File: src/hw/rtl/wrms_pkg.sv
// Shared constants, record and control types for the win-ratio merge sorter.
package wrms_pkg;

    localparam int MAX_ITEMS  = 64;
    localparam int COUNT_BITS = 16;
    localparam int FIELD_W    = 16;
    localparam int REC_W      = 3 * FIELD_W;
    localparam int CMP_W      = (COUNT_BITS >= FIELD_W) ? FIELD_W : COUNT_BITS;
    localparam int PROD_W     = 2 * CMP_W + 1;
    localparam int CNT_W      = $clog2(MAX_ITEMS + 1);
    localparam int SUM_W      = CNT_W + 2;
    localparam int AW         = $clog2(MAX_ITEMS);

    // tag in the low bits, as on the stream
    typedef struct packed {
        logic [FIELD_W-1:0] losses;
        logic [FIELD_W-1:0] wins;
        logic [FIELD_W-1:0] tag;
    } rec_t;

    typedef enum logic [3:0] {
        ST_LOAD,
        ST_PASS,
        ST_BLK,
        ST_MCHK,
        ST_MMUL,
        ST_MWR,
        ST_ECHK,
        ST_ERD,
        ST_ELD,
        ST_EOUT
    } state_t;

    typedef struct packed {
        logic load_rdy;
        logic pass_next;
        logic blk_init;
        logic blk_next;
        logic mul;
        logic step;
        logic em_init;
        logic emit_mode;
        logic em_load;
        logic run_clear;
    } cmd_t;

    typedef struct packed {
        logic last_acc;
        logic pass_more;
        logic blk_more;
        logic mrg_more;
        logic em_more;
        logic out_taken;
    } stat_t;

endpackage

File: src/hw/rtl/wrms_ctrl.sv
// Sequencer for load, merge passes and emit of the win-ratio merge sorter.
module wrms_ctrl
(
    input  logic            clk,
    input  logic            rst_n,
    input  wrms_pkg::stat_t stat,
    output wrms_pkg::cmd_t  cmd
);
    import wrms_pkg::*;

    state_t state_reg;
    state_t state_next;

    always_ff @(posedge clk or negedge rst_n)
    begin
        if (!rst_n)
        begin
            state_reg <= ST_LOAD;
        end
        else
        begin
            state_reg <= state_next;
        end
    end

    always_comb
    begin
        state_next = state_reg;
        case (state_reg)
            ST_LOAD: if (stat.last_acc) state_next = ST_PASS;
            ST_PASS: state_next = stat.pass_more ? ST_BLK : ST_ECHK;
            ST_BLK:  state_next = stat.blk_more ? ST_MCHK : ST_PASS;
            ST_MCHK: state_next = stat.mrg_more ? ST_MMUL : ST_BLK;
            ST_MMUL: state_next = ST_MWR;
            ST_MWR:  state_next = ST_MCHK;
            ST_ECHK: state_next = stat.em_more ? ST_ERD : ST_LOAD;
            ST_ERD:  state_next = ST_ELD;
            ST_ELD:  state_next = ST_EOUT;
            ST_EOUT: if (stat.out_taken) state_next = ST_ECHK;
            default: state_next = ST_LOAD;
        endcase
    end

    always_comb
    begin
        cmd = '0;
        case (state_reg)
            ST_LOAD: cmd.load_rdy = 1'b1;
            ST_PASS: cmd.em_init = !stat.pass_more;
            ST_BLK:
            begin
                cmd.blk_init  = stat.blk_more;
                cmd.pass_next = !stat.blk_more;
            end
            ST_MCHK: cmd.blk_next = !stat.mrg_more;
            ST_MMUL: cmd.mul = 1'b1;
            ST_MWR:  cmd.step = 1'b1;
            ST_ECHK:
            begin
                cmd.emit_mode = 1'b1;
                cmd.run_clear = !stat.em_more;
            end
            ST_ERD:  cmd.emit_mode = 1'b1;
            ST_ELD:
            begin
                cmd.emit_mode = 1'b1;
                cmd.em_load   = 1'b1;
            end
            ST_EOUT: cmd.emit_mode = 1'b1;
            default: cmd = '0;
        endcase
    end

endmodule

File: config.mk
export PLATFORM = sky130hd
export DESIGN_NAME = wrms_ctrl
export DESIGN_NICKNAME = d
export VERILOG_FILES = /design/src/hw/rtl/wrms_pkg.sv /design/src/hw/rtl/wrms_ctrl.sv
export SDC_FILE = /design/constraint.sdc
export NUM_CORES = 1
export LEC_CHECK = 0
export BUFFER_PORTS_ARGS = -buffer_cell sky130_fd_sc_hd__buf_2
export CORE_AREA = 5 5 42 44
export CTS_BUF_LIST = sky130_fd_sc_hd__clkbuf_2 sky130_fd_sc_hd__clkbuf_4 sky130_fd_sc_hd__clkbuf_8
export CTS_CLUSTER_SIZE = 12
export DETAILED_ROUTE_END_ITERATION = 7
export DIE_AREA = 0 0 47 49
export HOLD_SLACK_MARGIN = 0.15
export PLACE_DENSITY = 0.68
export SYNTH_ARGS = -nofsm -noshare
export SYNTH_HDL_FRONTEND = slang
export SYNTH_SLANG_ARGS = --single-unit
export TNS_END_PERCENT = 1
File: constraint.sdc
create_clock -name clk -period 1.2 [get_ports clk]
set_input_delay 0.18 -clock clk [delete_from_list [all_inputs] [get_ports clk]]
set_output_delay 0.18 -clock clk [all_outputs]
set_load 0.02 [all_outputs]
==> Word level (Yosys, flattened, before mapping) <==
Index checks and enable logic that the tools add are counted.
{ "classes": {"eq_ne": 11, "muxes": 16, "reduce_logical": 7} }
{ "ops": {"columns": ["op", "n"], "rows": [
  ["$pmux W4 S10", 1],
  ["$eq A4 B3 Y1 const B", 4],
  ["$mux W3", 3],
  ["$eq A4 B2 Y1 const B", 2],
  ["$eq A4 B4 Y1 const B", 2],
  ["$mux W1", 8],
  ["$mux W4", 2],
  ["$eq A4 B1 Y1 const B", 1],
  ["$logic_not A1 Y1", 4],
  ["$logic_not A4 Y1", 1],
  ["$mux W2", 2],
  ["$ne A2 B2 Y1 const B", 2],
  ["$reduce_or A4 Y1", 1],
  ["$reduce_and A2 Y1", 1]
]} }
{ "totals": {"ff_bits": 4, "inputBits": 8, "output_inout_bits": 10, "wordCells": 35} }

==> Longest topological paths before layout <==
Gate-level depths: netlist (run 1).
{ "depth": {"depth_word": 3, "depth_mapped": 4, "depth_no_buf": 3} }

==> Worst setup path after synthesis (run 1) <==
No wires, ideal clock.
{ "synth_timing": {"kind": "reg-to-reg", "start": "register state_reg[2]", "end": "register state_reg[0]", "setup_ns": 0.132, "t_arrival_ns": 1.585, "required_time_ns": 1.068, "setup_slack_ns": -0.517, "path_stages_with_launch": 5, "path_buffers": 1, "synth_period_minus_slack_ns": 1.717, "cell_sequence": "dfrtp_1 -> buf_6 -> nor4_1 -> and2b_2 -> o31ai_2"} }
{ "synth_between": {"elab_chain_len": 3, "elab_cells_between_ends": 14} }
{ "synth_rtl": {"columns": ["item", "line_no", "source"], "rows": [
  ["start, declared", "wrms_ctrl.sv:11", "state_t state_reg;"],
  ["start signal, assigned", "wrms_ctrl.sv:22", "state_reg <= state_next;"],
  ["$eq A4 B4 Y1 or $logic_not A4 Y1 (tied branches)", "wrms_ctrl.sv:29", "case (state_reg)"],
  ["$ne A2 B2 Y1 (no source line)", null, null],
  ["$reduce_and A2 Y1 (no source line)", null, null]
]} }
Several ways; a longest one is shown, not always the timed one.
A chain may end at the register's enable or synchronous reset.

==> results of run 1 <==
==> final cells by class <==
type | instances | area (µm²)
timing repair buffer | 41 | 309
sequential | 4 | 105
multi-input combinational | 41 | 379
clock buffer | 3 | 22.5
tap | 16 | 20.0
fill | 128 | 566
==> stage by stage <==
step	utilization, %	setup TNS (ps)	area, µm²
4_1_cts	56.3	-3080	788
5_1_grt	59.6	-4050	836
3_3_place_gp	46.7	-864	654
2_1_floorplan	-	-774	482
3_5_place_dp	46.7	-1320	654
6_report	59.6	-3130	836
==> power breakdown <==
| group | switching [W] | internal (W) |
|---|---|---|
| logic | 0.000793 | 0.000955 |
| clock network | 0.0000554 | 0.000112 |
| registers | 0.000131 | 0.000211 |
| total | 0.000979 | 0.00128 |
==> cell usage after synthesis <==
library cell  count  share of area [%]
a211oi_1          1                1.7
a211oi_2          1                2.9
a21boi_1          1                1.7
a22o_1            1                2.0
a31oi_1           2                2.9
a32oi_1           1                2.0
and2b_1           2                3.4
and2b_2           1                2.0
and3_1            1                1.4
and4bb_2          1                2.9
buf_4             1                1.7
buf_6             3                7.8
dfrtp_1           4                 23
mux2_2            1                2.6
nand2_1           4                3.4
nand2b_1          4                5.7
nand3_1           1                1.1
nor2_1            5                4.3
nor2b_1           2                2.9
nor3b_1           1                1.7
nor4_1            3                4.3
nor4b_1           1                2.0
nor4b_4           1                5.5
o21ai_0           2                2.3
o31ai_2           1                2.9
o32a_1            1                2.3
or2b_1            2                3.4
==> worst max path at each step <==
stage          slack (ps)            to          from  cells after the start
2_1_floorplan        -130  state_reg[2]  state_reg[1]                      4
3_3_place_gp         -100        cmd[2]  state_reg[3]                      3
3_5_place_dp         -140  state_reg[1]  state_reg[0]                      3
4_1_cts              -300        cmd[5]  state_reg[1]                      3
5_1_grt              -360        cmd[5]  state_reg[3]                      3
6_report             -340        cmd[5]  state_reg[3]                      3
==> cell families after synthesis <==
kind of cell | Yosys count
muxes | 1
and+or+nand+nor | 29
AOI/OAI and AO/OA | 11
DFF | 4
buffers and inverters | 4
==> metal layers <==
layer	global-route usage, %	up-vias	routed length (µm)
li1	-	262	-
met1	18.2	269	587
met2	27.4	26	950
met3	5.90	8	87
met4	9.22	0	87
met5	0	-	0
==> worst max-delay path: cells and delay by family (launching register included) <==
| kind | cells | cell delay, ps |
|---|---|---|
| buffers and inverters | 2 | 390 |
| and+or+nand+nor | 1 | 270 |
| DFF | 1 | 460 |
==> repair_timing <==
action | in CTS | in global routing
setup endpoints to repair | 14 | 14
gates resized for setup | 24 | 5
setup buffers | 5 | 3
hold buffers | 1 | 0
endpoints found under the hold margin | 4 | 0
pin swaps | 3 | 0
==> results.json, run 1 <==
{
  "clock_sinks": 4,
  "period_minus_slack_ps": 1540,
  "worst_pin_slew_ps": 271,
  "violations": "setup timing",
  "finalNetCount": 99,
  "clockRootBuffer": "clkbuf_4",
  "area_growth_pct": 92.0,
  "leakage_nw": 0.376,
  "cpMostUsedCell": "buf_4",
  "post-place-ws_ps": -136,
  "outcome": "finished with violations",
  "core_um2": 1400,
  "io_buffers": 17,
  "yosys.area_share.adder_pct": 0,
  "maxCapViolations": 0,
  "syn_inst": 49,
  "netlist_area_um2": 435,
  "dr.first_iter.drc_count": 10,
  "worstPathCellList": "buf_4, nor4b_4, buf_4",
  "p_per_area_nw_per_um2": 2700,
  "final_antenna_net_count": 0,
  "drive_gt1_share_pct": 70.8,
  "antenna_found_initial": 0,
  "worstHoldStart": "stat[0]",
  "io_pins": 18,
  "grt-ovfl-total": 0,
  "synth-xor-area-share_pct": 0,
  "r2r_start": "state_reg[0]",
  "cts.path.max_buffers": 2,
  "startpoint_type": "flip-flop",
  "grt_use_total_pct": 16.9,
  "largest_register_ffs": 4,
  "fin_crit_sh_pct": 128,
  "num_rows": 14,
  "routed_wl_um": 1710,
  "dp_cells": 93,
  "dp_hpwl_um": 1080,
  "hold_viol_final": 0,
  "die_x_um": 47,
  "crit_required_ps": 1020,
  "arrival_ps": 1360,
  "clk_pin_slew_ps": 40,
  "rsz0062_at_grt": "yes",
  "path_max_fanout": 6,
  "slew_headroom_pct": 81.8,
  "die_y_um": 49,
  "numCtsBuffers": 3,
  "layout_common_cells": "buf_4, buf_2, buf_6",
  "drt_pre_antenna_iters": 4,
  "reg2reg_to": "state_reg[0]",
  "fin_hold_ws_ps": 262,
  "ir_drop_mv": 1.36,
  "start_util_pct": 31.1,
  "clock_latency_ps": 240,
  "critPathMaxStageDelay_ps": 460,
  "skew_ps": 5.60,
  "gp_congestion": 0.807,
  "r2r_cells": 5,
  "cts_tree": "built",
  "drc": 0,
  "syn_nets": 57,
  "synth_warnings": 0,
  "synth_top_family_by_area": "simple AND/OR/NAND/NOR gates",
  "wl_per_cell_um": 16.3,
  "end_kind": "output pin",
  "instances_no_fill": 105,
  "mostFrequentLayoutCell": "buf_4",
  "synth_cell_type_count": 27,
  "hold_path.class": "in -> reg",
  "num_vias": 565,
  "h-tree-depth": 1,
  "yosysSeqAreaShare_pct": 23.0,
  "rrSetupSlack_ps": -220,
  "viasPerCell": 5.38,
  "grt_pass1_wl_um": 2820,
  "synthSimpleGateAreaFrac_pct": 44.3,
  "grt_pass1_vias": 659,
  "slew_viol_final": 0,
  "slowest_stage": "dfrtp_2",
  "avgSynthCellArea_um2": 8.89,
  "crit_type": "reg -> out",
  "finalPower_w": 0.00226,
  "num_antenna_cells": 0,
  "setup_ws_ps": -335,
  "min_path_cells": 3,
  "synth_compound_area_share_pct": 20.7,
  "worstHoldEndpoint": "state_reg[0]",
  "synth.mux.area_fraction_pct": 2.59,
  "grt_max_degree": 9,
  "fmax_mhz": 651,
  "ys_seq_elements": 4,
  "dieArea_um2": 2300,
  "finalSetupViolCount": 13
}
(Power assumes the default switching activity.)
==> run 2, diff against run 1 <==
--- a/config.mk
+++ b/config.mk
@@ -5,6 +5,7 @@
 export SDC_FILE = /design/constraint.sdc
 export NUM_CORES = 1
 export LEC_CHECK = 0
+export ABC_AREA = 1
 export BUFFER_PORTS_ARGS = -buffer_cell sky130_fd_sc_hd__buf_2
 export CORE_AREA = 5 5 42 44
 export CTS_BUF_LIST = sky130_fd_sc_hd__clkbuf_2 sky130_fd_sc_hd__clkbuf_4 sky130_fd_sc_hd__clkbuf_8
@@ -12,7 +13,8 @@
 export DETAILED_ROUTE_END_ITERATION = 7
 export DIE_AREA = 0 0 47 49
 export HOLD_SLACK_MARGIN = 0.15
-export PLACE_DENSITY = 0.68
+export PLACE_DENSITY = 0.62
+export REMOVE_ABC_BUFFERS = 1
 export SYNTH_ARGS = -nofsm -noshare
 export SYNTH_HDL_FRONTEND = slang
 export SYNTH_SLANG_ARGS = --single-unit
==> run 2 against run 1 <==
The run still ends with setup timing left. Clock-buffer cell count unchanged. Clock power about the same. Fmax up 1.8%. Non-clock buffer count down 12. Utilization down 11 points. First-iteration DRC count down 60%. Sequential share of layout area up 3.0 points. Via count down 13%. Highest routed layer unchanged.
==> results.json, run 2 <==
{
  "grt_use_total_pct": 11.9,
  "fin_crit_sh_pct": 126,
  "fmax_mhz": 663,
  "routed_wl_um": 1170,
  "synth_top_family_by_area": "simple AND/OR/NAND/NOR gates",
  "cts_tree": "built",
  "yosys.area_share.adder_pct": 0,
  "outcome": "finished with violations",
  "crit_required_ps": 1020,
  "grt_pass1_wl_um": 2020,
  "dieArea_um2": 2300,
  "startpoint_type": "flip-flop",
  "crit_type": "reg -> out",
  "num_rows": 14,
  "die_y_um": 49,
  "dr.first_iter.drc_count": 4,
  "netlist_area_um2": 365,
  "mostFrequentLayoutCell": "buf_4",
  "clock_sinks": 4,
  "avgSynthCellArea_um2": 6.19,
  "grt_max_degree": 7,
  "path_buf_inv": 2,
  "synthArstFlopShare_pct": 100,
  "ir_drop_mv": 1.35,
  "final_area_um2": 677,
  "path_delay_family": "flip-flops",
  "synth_ff_type": "dfrtp_1",
  "synth_warnings": 0,
  "synth.largest_area_cell": "dfrtp_1",
  "period_minus_slack_ps": 1510,
  "area_growth_pct": 85.3,
  "antenna_found_initial": 0,
  "hold_path.class": "in -> async",
  "path_max_fanout": 5,
  "rsz0062_at_grt": "yes",
  "leakage_nw": 0.401,
  "slew_headroom_pct": 86.6,
  "hold_viol_final": 0,
  "drc": 0,
  "syn_inst": 59,
  "fin_setup_tns_ps": -2160,
  "core_um2": 1400,
  "io_pins": 18,
  "io_buffers": 17,
  "slowest_stage": "dfrtp_2",
  "wl_per_cell_um": 11.0,
  "cts.path.max_buffers": 2,
  "synth_top_area_share_pct": 27.4,
  "critPathMaxStageDelay_ps": 450,
  "setup_ws_ps": -308,
  "h-tree-depth": 1,
  "fin_hold_ws_ps": 275,
  "end_kind": "output pin",
  "die_x_um": 47,
  "clock_latency_ps": 230,
  "synth_cell_type_count": 16,
  "synth_edf_count": 0,
  "clk_pin_slew_ps": 40,
  "ys_top_cells_by_area": "dfrtp_1, nand2_1, nand3_1",
  "slew_viol_final": 0,
  "drt_pre_antenna_iters": 4,
  "grt-ovfl-total": 0,
  "final_util_pct": 48.3,
  "clockRootBuffer": "clkbuf_4",
  "ys_seq_elements": 4,
  "grt_pass1_vias": 510,
  "finalSetupViolCount": 11,
  "layout_common_cells": "buf_4, nand2_1, buf_2",
  "synth.mux.area_fraction_pct": 0,
  "finalNetCount": 101,
  "viasPerCell": 4.57,
  "yosysMostFrequentCell": "nand2_1",
  "worstPathCellList": "inv_2, nor2_4, a22oi_2, nand3_2, buf_6",
  "num_antenna_cells": 0,
  "final_antenna_net_count": 0,
  "violations": "setup timing",
  "drive_gt1_share_pct": 63.7,
  "start_util_pct": 26.1,
  "place_area_um2": 538,
  "dp_hpwl_um": 821,
  "p_per_area_nw_per_um2": 2410,
  "largest_register_ffs": 4,
  "worst_pin_slew_ps": 201,
  "gp_congestion": 0.849,
  "skew_ps": 0.379,
  "yosysSeqAreaShare_pct": 27.4,
  "num_vias": 489,
  "ys_top_cells_by_count": "nand2_1, inv_1, nand3_1",
  "numCtsBuffers": 3,
  "maxCapViolations": 0,
  "arrival_ps": 1330,
  "synth-xor-area-share_pct": 0,
  "synth_compound_area_share_pct": 4.79,
  "synthSimpleGateAreaFrac_pct": 53.4
}
==> run 2: cell types whose count changed after synthesis, sizes merged, moves of 3 or more <==
cell	delta
and2b	-3
nor4	-3
buf	-4
nand2	+9
nand3	+8
nor2	+7
inv	+14
nand2b	-4
==> run 2: where the power goes <==
part           internal, W  total, W  switching [W]
combinational     0.000502   0.00112       0.000621
clock             0.000112  0.000164      0.0000521
sequential        0.000206  0.000342       0.000136
==> run 2: final timing paths <==
path	cells after the start	slack [ps]	endpoint	startpoint
max	5	-310	cmd[2]	state_reg[3]
min	2	270	state_reg[0]	rst_n
max reg2reg	7	-80	state_reg[3]	state_reg[3]
min reg2reg	5	780	state_reg[0]	state_reg[0]
max in group asynchronous	2	800	state_reg[3]	rst_n
min in group clk	4	330	state_reg[3]	stat[0]
==> run 2: logic make-up (layout without fill, tap and decap cells) <==
kind of cell	after synthesis	count (layout)
simple gates	38	38
buf+inv	14	46
compound gates	3	3
flops	4	4
==> run 2: routing by layer <==
| metal | wire [µm] | GRT usage [%] | vias to the layer above |
|---|---|---|---|
| met3 | 29 | 3.32 | 6 |
| met1 | 412 | 13.1 | 226 |
| li1 | - | - | 247 |
| met2 | 688 | 19.5 | 10 |
| met5 | 0 | 0 | - |
| met4 | 44 | 6.91 | 0 |
==> run 2: cell type report <==
class,count,area [µm²]
inverters,14,52.6
clock buffers,3,22.5
fillers,139,724
repair buffers,29,216
multi-input cells,41,260
well taps,16,20.0
flip-flops and latches,4,105
==> run 2: metrics by stage <==
stage / total power, W / worst slack [ps] / instances
after global routing: 0.00177 / -378 / 107
after global placement: 0.00120 / -29.2 / 101
after floorplan: 0.000846 / -139 / 59
final: 0.00163 / -308 / 107
after CTS: 0.00152 / -225 / 106
after detailed placement: 0.00119 / -44.7 / 101
==> run 2: what timing repair did <==
action | CTS | global route
buffers inserted | 1 | 1
endpoints found under the hold margin | 4 | 0
hold buffers | 1 | 0
setup endpoints to repair | 11 | 14
resized for setup | 18 | 12
pin swaps | 6 | 4
==> run 3, diff against run 2 <==
--- a/config.mk
+++ b/config.mk
@@ -7,11 +7,11 @@
 export LEC_CHECK = 0
 export ABC_AREA = 1
 export BUFFER_PORTS_ARGS = -buffer_cell sky130_fd_sc_hd__buf_2
-export CORE_AREA = 5 5 42 44
+export CORE_AREA = 2 2 39 41
 export CTS_BUF_LIST = sky130_fd_sc_hd__clkbuf_2 sky130_fd_sc_hd__clkbuf_4 sky130_fd_sc_hd__clkbuf_8
 export CTS_CLUSTER_SIZE = 12
 export DETAILED_ROUTE_END_ITERATION = 7
-export DIE_AREA = 0 0 47 49
+export DIE_AREA = 0 0 41 43
 export HOLD_SLACK_MARGIN = 0.15
 export PLACE_DENSITY = 0.62
 export REMOVE_ABC_BUFFERS = 1
==> run 3 against run 2 <==
Clock power increased by 8%. Hold slack lost 5.9 ps. Fmax up 4.9%. First-iteration DRC count grew to 2.5 times the previous value. The flow still finishes with violations (setup timing). Clock skew about the same. Clock-buffer cell count unchanged. Utilization is 0.61 points higher. Largest power group unchanged.
==> results.json, run 3 (synthesis results as in run 2) <==
{
  "p_int_w": 0.000821,
  "grt_busiest_layer": "met2",
  "fmax_mhz": 696,
  "startpoint_type": "flip-flop",
  "cts.path.max_buffers": 2,
  "crit_required_ps": 1020,
  "worst_pin_slew_ps": 172,
  "num_antenna_cells": 0,
  "final_antenna_net_count": 0,
  "leakage_nw": 0.404,
  "die_x_um": 41,
  "largest_register_ffs": 4,
  "end_kind": "output pin",
  "p_sw_w": 0.000813,
  "hold_viol_final": 0,
  "skew_ps": 0.553,
  "cts_tree": "built",
  "violations": "setup timing",
  "clock_sinks": 4,
  "num_rows": 14,
  "arrival_ps": 1260,
  "clock_latency_ps": 240,
  "antenna_found_initial": 0,
  "mostFrequentLayoutCell": "buf_4",
  "slew_headroom_pct": 88.4,
  "dp_hpwl_um": 821,
  "routed_wl_um": 1120,
  "maxCapViolations": 0,
  "clk_pin_slew_ps": 40,
  "gp_congestion": 0.821,
  "setup_ws_ps": -238,
  "area_growth_pct": 85.3,
  "crit_type": "reg -> out",
  "layout_common_cells": "buf_4, nand2_1, buf_2",
  "numCtsBuffers": 3,
  "grt_pass1_vias": 426,
  "grt_use_total_pct": 15.0,
  "core_um2": 1380,
  "p_comb_share_pct": 68.5,
  "grt-ovfl-total": 0,
  "finalNetCount": 103,
  "grt_util_met1_pct": 17.5,
  "num_vias": 483,
  "finalSetupViolCount": 13,
  "grtUsageMet3_pct": 4.71,
  "dieArea_um2": 1760,
  "rsz0062_at_grt": "yes",
  "final_util_pct": 48.9,
  "ir_drop_mv": 0.952,
  "grt_max_degree": 7,
  "outcome": "finished with violations",
  "path_max_fanout": 4,
  "hold_path.class": "in -> async",
  "fin_hold_ws_ps": 269,
  "io_pins": 18,
  "grt_pass1_wl_um": 1740,
  "drive_gt1_share_pct": 62.4,
  "pwr-share-seq_pct": 20.7,
  "p_per_area_nw_per_um2": 2410,
  "clock_power_share_pct": 10.8,
  "drc": 0,
  "drt_pre_antenna_iters": 4,
  "p_sw_share_pct": 49.8,
  "dr.first_iter.drc_count": 10,
  "wl_per_cell_um": 10.3,
  "die_y_um": 43,
  "start_util_pct": 26.4,
  "h-tree-depth": 1,
  "slew_viol_final": 0,
  "period_minus_slack_ps": 1440,
  "use_met2_pct": 22.2,
  "viasPerCell": 4.43,
  "io_buffers": 17,
  "clockRootBuffer": "clkbuf_4",
  "fin_crit_sh_pct": 120
}
run 3: timing repair:
item | CTS | global route
hold buffers | 1 | 0
gates resized for setup | 17 | 8
hold endpoints to repair | 4 | 0
pin swaps | 2 | 3
setup buffers | 0 | 2
endpoints found under the setup margin | 10 | 13
run 3: area by class of cell:
| cell class | instances | area (µm²) |
|---|---|---|
| Clock buffer | 3 | 22.5 |
| Fill cell | 137 | 707 |
| Inverter | 14 | 52.6 |
| Multi-Input combinational cell | 41 | 260 |
| Sequential cell | 4 | 105 |
| Tap cell | 16 | 20.0 |
| Timing Repair Buffer | 31 | 216 |
run 3: per-stage QoR:
stage	setup slack (ps)	area (µm²)	TNS, ps	instances	power (W)
4_1_cts	-237	638	-1910	107	0.00150
6_report	-238	677	-2020	109	0.00163
3_3_place_gp	-14.3	553	-58.3	103	0.00120
2_1_floorplan	-139	365	-277	59	0.000846
5_1_grt	-288	677	-2790	109	0.00177
3_5_place_dp	-59.1	553	-165	103	0.00120
run 3: final timing paths:
path / start / to / slack (ps) / cells past startpoint
min: rst_n / state_reg[2] / 270 / 2
max reg2reg: state_reg[2] / state_reg[2] / -20 / 8
max in group asynchronous: rst_n / state_reg[0] / 800 / 2
max: state_reg[3] / cmd[2] / -240 / 5
min reg2reg: state_reg[1] / state_reg[0] / 790 / 4
min in group clk: stat[0] / state_reg[0] / 300 / 4
run 3: worst max-delay path, stage by stage (launching register included):
cell	delay [ps]
dfrtp_2	450
inv_2	100
nor2_4	50
a22oi_2	160
nand3_1	90
buf_2	160
run 3: power groups by stage:
stage / sequential [W] / clock, W / combinational, W
3_3_place_gp: 0.000284 / 0 / 0.000916
3_5_place_dp: 0.000285 / 0 / 0.000910
4_1_cts: 0.000327 / 0.000179 / 0.000997
5_1_grt: 0.000350 / 0.000191 / 0.00123
6_report: 0.000338 / 0.000177 / 0.00112
2_1_floorplan: 0.000281 / 0 / 0.000565
run 3: routing by layer:
metal	part of all wire, %	vias up
li1	-	254
met1	38	212
met2	55	15
met3	5.3	2
met4	2.0	0
met5	0	-
